<file path="src/hw/rtl/cfa_pkg.sv">
`default_nettype none

package cfa_pkg;

    localparam int LEN_W = 28;
    localparam int SUM_W = 32;
    localparam int CODE_W = 4;

    localparam logic [CODE_W-1:0] OP_M  = 4'd0;
    localparam logic [CODE_W-1:0] OP_I  = 4'd1;
    localparam logic [CODE_W-1:0] OP_D  = 4'd2;
    localparam logic [CODE_W-1:0] OP_N  = 4'd3;
    localparam logic [CODE_W-1:0] OP_S  = 4'd4;
    localparam logic [CODE_W-1:0] OP_EQ = 4'd7;
    localparam logic [CODE_W-1:0] OP_X  = 4'd8;

    typedef struct packed {
        logic [SUM_W-1:0] query_sum;
        logic [SUM_W-1:0] reference_sum;
        logic [SUM_W-1:0] total_sum;
        logic [SUM_W-1:0] leading_clip_sum;
        logic [SUM_W-1:0] trailing_clip_sum;
        logic             core_seen;
        logic             form_ok;
    } acc_t;

    localparam acc_t ACC_RESET = '{
        query_sum:         '0,
        reference_sum:     '0,
        total_sum:         '0,
        leading_clip_sum:  '0,
        trailing_clip_sum: '0,
        core_seen:         1'b0,
        form_ok:           1'b1
    };

    function automatic logic eats_query(input logic [CODE_W-1:0] code);
        return (code == OP_M) || (code == OP_I) || (code == OP_S) ||
               (code == OP_EQ) || (code == OP_X);
    endfunction

    function automatic logic eats_reference(input logic [CODE_W-1:0] code);
        return (code == OP_M) || (code == OP_D) || (code == OP_N) ||
               (code == OP_EQ) || (code == OP_X);
    endfunction

    function automatic logic is_core(input logic [CODE_W-1:0] code);
        return (code == OP_M) || (code == OP_I) || (code == OP_D) ||
               (code == OP_EQ) || (code == OP_X);
    endfunction

endpackage

`default_nettype wire

</file>
<file path="src/hw/rtl/cigar_footprint_accumulator_unit.sv">
// Output: the last operation passes the input register, then its result lands in the output register.
// Throughput: one operation per cycle; the input stalls only while a finished
// result waits in the output register and the input register already holds the next last item.
// Reset (aresetn low, synchronous): both pipeline registers empty, all running sums zero,
// core-seen flag clear, well-formed flag set.
`default_nettype none

module cigar_footprint_accumulator_unit (
    input  wire logic                        aclk,
    input  wire logic                        aresetn,
    input  wire logic                        s_valid,
    output logic                             s_ready,
    input  wire logic [cfa_pkg::LEN_W-1:0]   s_op_length,
    input  wire logic [cfa_pkg::CODE_W-1:0]  s_op_code,
    input  wire logic                        s_last,
    output logic                             m_valid,
    input  wire logic                        m_ready,
    output logic [cfa_pkg::SUM_W-1:0]        m_query_length,
    output logic [cfa_pkg::SUM_W-1:0]        m_reference_length,
    output logic [cfa_pkg::SUM_W-1:0]        m_total_length,
    output logic [cfa_pkg::SUM_W-1:0]        m_leading_clip,
    output logic [cfa_pkg::SUM_W-1:0]        m_trailing_clip,
    output logic                             m_well_formed
);

    logic                        in_valid_reg;
    logic [cfa_pkg::LEN_W-1:0]   in_length_reg;
    logic [cfa_pkg::CODE_W-1:0]  in_code_reg;
    logic                        in_last_reg;

    cfa_pkg::acc_t               acc_reg;
    cfa_pkg::acc_t               acc_next;
    cfa_pkg::acc_t               res_reg;
    logic                        out_valid_reg;

    logic                        advance;
    logic                        step;
    logic [cfa_pkg::SUM_W-1:0]   len_ext;

    // Only a last item needs the output register; others pass straight into the sums.
    assign advance = !in_last_reg || !out_valid_reg || m_ready;
    assign step    = in_valid_reg && advance;
    assign s_ready = !in_valid_reg || advance;
    assign len_ext = {{(cfa_pkg::SUM_W - cfa_pkg::LEN_W){1'b0}}, in_length_reg};

    always_comb begin
        acc_next = acc_reg;
        if (cfa_pkg::eats_query(in_code_reg)) begin
            acc_next.query_sum = acc_reg.query_sum + len_ext;
        end
        if (cfa_pkg::eats_reference(in_code_reg)) begin
            acc_next.reference_sum = acc_reg.reference_sum + len_ext;
        end
        acc_next.total_sum = acc_reg.total_sum + len_ext;
        if (in_code_reg == cfa_pkg::OP_S) begin
            if (!acc_reg.core_seen) begin
                acc_next.leading_clip_sum = acc_reg.leading_clip_sum + len_ext;
            end else begin
                acc_next.trailing_clip_sum = acc_reg.trailing_clip_sum + len_ext;
            end
        end else if (cfa_pkg::is_core(in_code_reg)) begin
            acc_next.core_seen = 1'b1;
            // A clip followed by more alignment is an inner clip.
            if (acc_reg.trailing_clip_sum != '0) begin
                acc_next.trailing_clip_sum = '0;
                acc_next.form_ok           = 1'b0;
            end
        end
    end

    always_ff @(posedge aclk) begin
        if (!aresetn) begin
            in_valid_reg  <= 1'b0;
            out_valid_reg <= 1'b0;
            acc_reg       <= cfa_pkg::ACC_RESET;
        end else begin
            if (s_valid && s_ready) begin
                in_valid_reg <= 1'b1;
            end else if (step) begin
                in_valid_reg <= 1'b0;
            end

            if (step && in_last_reg) begin
                out_valid_reg <= 1'b1;
                acc_reg       <= cfa_pkg::ACC_RESET;
            end else begin
                if (m_ready) begin
                    out_valid_reg <= 1'b0;
                end
                if (step) begin
                    acc_reg <= acc_next;
                end
            end
        end
    end

    always_ff @(posedge aclk) begin
        if (s_valid && s_ready) begin
            in_length_reg <= s_op_length;
            in_code_reg   <= s_op_code;
            in_last_reg   <= s_last;
        end
        if (step && in_last_reg) begin
            res_reg <= acc_next;
        end
    end

    assign m_valid            = out_valid_reg;
    assign m_query_length     = res_reg.query_sum;
    assign m_reference_length = res_reg.reference_sum;
    assign m_total_length     = res_reg.total_sum;
    assign m_leading_clip     = res_reg.leading_clip_sum;
    assign m_trailing_clip    = res_reg.trailing_clip_sum;
    assign m_well_formed      = res_reg.form_ok;

endmodule

`default_nettype wire

</file>
<file path="config.mk">
export PLATFORM = sky130hd
export DESIGN_NAME = cigar_footprint_accumulator_unit
export DESIGN_NICKNAME = d
export VERILOG_FILES = /design/src/hw/rtl/cfa_pkg.sv /design/src/hw/rtl/cigar_footprint_accumulator_unit.sv
export SDC_FILE = /design/constraint.sdc
export NUM_CORES = 1
export LEC_CHECK = 0
export ABC_AREA = 1
export BUFFER_PORTS_ARGS = -buffer_cell sky130_fd_sc_hd__buf_4
export CAP_MARGIN = 20
export CELL_PAD_IN_SITES_DETAIL_PLACEMENT = 0
export CELL_PAD_IN_SITES_GLOBAL_PLACEMENT = 2
export CORE_ASPECT_RATIO = 0.6
export CORE_MARGIN = 3
export CORE_UTILIZATION = 31
export DETAILED_ROUTE_END_ITERATION = 8
export GPL_TIMING_DRIVEN = 0
export PLACE_DENSITY = 0.89
export SYNTH_ARGS = -nofsm -noshare
export SYNTH_HDL_FRONTEND = slang
export SYNTH_SLANG_ARGS = --single-unit
</file>
<file path="constraint.sdc">
create_clock -name aclk -period 4.7 [get_ports aclk]
set_input_delay 0.94 -clock aclk [delete_from_list [all_inputs] [get_ports aclk]]
set_output_delay 0.94 -clock aclk [all_outputs]
set_load 0.02 [all_outputs]
</file>
==> results.toml <==
[global_route]
grt_util_met3 = 0.0514
grt_max_degree = 42
met1_usage = 0.356
grt_use_met2 = 0.311
grt_pass1_vias = 21500
grt_usage = 0.228
gr-total-overflow = 0
grt_pass1_wl_mm = 141
grt_busiest_layer = "met1"
grt_antenna_before_repair = 1

[routing]
firstDrtPassIters = 6
vias_per_cell = 4.72
routed_wirelength_mm = 96.0
drc = 0
wl_per_cell_um = 19.1
antenna_left = 0
drtIter0Drc = 2382
dr_total_vias = 23700

[synth]
syn_avg_cell_area_um2 = 6.68
synth_seq_area_share = 0.370
synth_ff_type = "edfxtp_1"
syn_inst = 3687
syn_nets = 3869
synth_cell_types = 46
synth_area_um2 = 24600
synth-edff-count = 194
synth_top_cell_by_area = "edfxtp_1"
yosysWarnings = 0
ys_top_cells_by_area = "edfxtp_1, nand2_1, dfxtp_1, inv_1, ha_1"
async_flop_share = 0
ys_ff_latch = 358
synth.top_cell.area_share = 0.236

[power]
swShare = 0.337
combPwrFrac = 0.227
power_frac_seq = 0.401
p_leak_nw = 15.1
power_density_nw_per_um2 = 318
clockPowerShare = 0.372
internal-power_mw = 6.11
peakVddDrop_v = 0.000196
switchingPower_mw = 3.10

[critical_path]
startpoint = "in_length_reg[1]$_DFFE_PP_"
endpoint_kind = "register"
critPathKind = "reg -> reg"
crit_path_max_fanout = 10
reg2reg_depth = 8
worstPathArrival_ns = 3.36
startpoint_type = "register"
r2r-start = "in_length_reg[1]$_DFFE_PP_"
cp.required_ns = 4.97

[timing]
setup_tns_ns = 0
fin_crit_ns = 3.09
fmax_ghz = 0.324
worst_pin_slew_ns = 1.10
fin_crit_sh = 0.657
slew_headroom = 0.267
finClkSkew_ns = 0.0391
rsz0062_at_grt = "no"
final_hold_viol_count = 0
drv_slew = 0
setup_viol = 0

[cts]
numCtsBuffers = 39
hold_buffers = 0
cts_resized = 0
insertion_delay_ns = 0.60
cts_root_buf = "clkbuf_16"
clock_sinks = 358
clk_pin_slew_worst_paths_ns = 0.07
cts_setup_buffers = 0
cts.path.max_buffers = 3
ctsHtreeMaxLevel = 2
cts_tree = "built"

[floorplan]
std_cell_rows = 79
coreArea_um2 = 78100
die_y_um = 224
io_pins = 200
die_w_um = 370
dieArea_um2 = 83000
start_util = 0.315

[cells_and_area]
final_common_cell = "nand2_1"
utilization = 0.371
final_net_count = 4117
largest_register_ffs = 162
areaGrowthSynthToFinish_pct = 17.6
drive_gt1_frac = 0.0935
layout_common_cells = "nand2_1, inv_1, nor2_1"

[job]
drv_cap = 0

[hold_path]
worstHoldStart = "acc_reg[0]$_SDFFE_PP1P_"
hp-class = "reg -> reg"
hold-path-cell-count = 2

[placed_design]
port-buffer-count = 199
hpwl_mm = 75.6
gp_congestion = 0.944

[run_status]
status = "complete, no violations"
==> worst max-delay path, stage by stage, from the launching register on <==
cell and delay [ns]:
edfxtp_1 0.80, fa_1 0.71, nand2_1 0.11, nand3_1 0.17, nand2_1 0.12, nand2_1 0.18
or2_2 0.33, nand3_1 0.09, o21ai_0 0.23
==> cells in the mapped netlist, types with 6 or more instances <==
master	n
nor2_2	6
nand3b_1	15
nand4_1	27
a21o_1	6
o21bai_1	13
clkbuf_1	32
and2_1	9
buf_2	24
nor2_1	340
o21ai_1	17
edfxtp_1	194
o21ai_0	153
inv_2	6
o211ai_1	7
ha_1	140
a21oi_1	216
nand2_2	20
dfxtp_1	164
inv_1	651
nor3_1	38
xor2_1	25
xnor2_1	23
nand2_1	1221
buf_1	12
or2_2	19
nand3_1	264
==> layer usage <==
layer | up-vias | wire, µm
li1 | 12100 | -
met1 | 10700 | 49300
met2 | 736 | 36500
met3 | 85 | 8180
met4 | 0 | 2100
met5 | - | 0
==> power by group through the flow <==
| stage | sequential [mW] | clock, mW | combinational (mW) |
|---|---|---|---|
| 2_1_floorplan | 3.73 | 0 | 1.31 |
| 3_3_place_gp | 3.76 | 0 | 2.04 |
| 3_5_place_dp | 3.76 | 0 | 2.05 |
| 4_1_cts | 3.69 | 3.51 | 2.07 |
| 5_1_grt | 3.71 | 3.60 | 2.34 |
| 6_report | 3.69 | 3.43 | 2.09 |
==> layout make-up <==
| type | instances | area, µm² |
|---|---|---|
| antenna | 1 | 2.50 |
| buffer | 75 | 358 |
| clock buffer | 46 | 1050 |
| clock inverter | 26 | 323 |
| fill | 8507 | 49100 |
| inverter | 657 | 2470 |
| multi-input combinational | 2597 | 12700 |
| sequential | 358 | 9110 |
| tap | 1053 | 1320 |
| timing repair buffer | 207 | 1650 |
==> kinds of logic (layout without fill, tap and decap cells) <==
family	count (synthesis)	count (layout)	share of synthesized area
AO/OA/AOI/OAI	431	431	0.0936
XOR/XNOR	48	48	0.0171
adder cells (fa/ha/maj)	145	145	0.0752
buffers and inverters	732	1011	0.115
flip-flops	358	358	0.370
other	0	1	0
AND/OR/NAND/NOR	1973	1973	0.330
==> final timing paths <==
| kind | end | slack (ns) |
|---|---|---|
| setup / recovery | m_leading_clip[14]$_DFFE_PP_ | 1.61 |
| hold / removal | acc_reg[0]$_SDFFE_PP1P_ | 0.47 |
| setup reg to reg | m_leading_clip[14]$_DFFE_PP_ | 1.61 |
| hold reg to reg | acc_reg[0]$_SDFFE_PP1P_ | 0.47 |
==> through the flow <==
stage | cells | instance area, µm² | setup WS, ns | power, mW | hold WS (ns)
final | 5020 | 29000 | 1.61 | 9.21 | 0.468
after global routing | 5019 | 29000 | 1.51 | 9.64 | 0.490
after CTS | 5017 | 29000 | 1.67 | 9.27 | 0.468
after detailed placement | 4945 | 27600 | 1.41 | 5.81 | 0.454
after global placement | 4939 | 27500 | -1.14 | 5.81 | 0.441
after floorplan | 3687 | 24600 | 0.649 | 5.04 | 0.430
(Power assumes the default switching activity.)
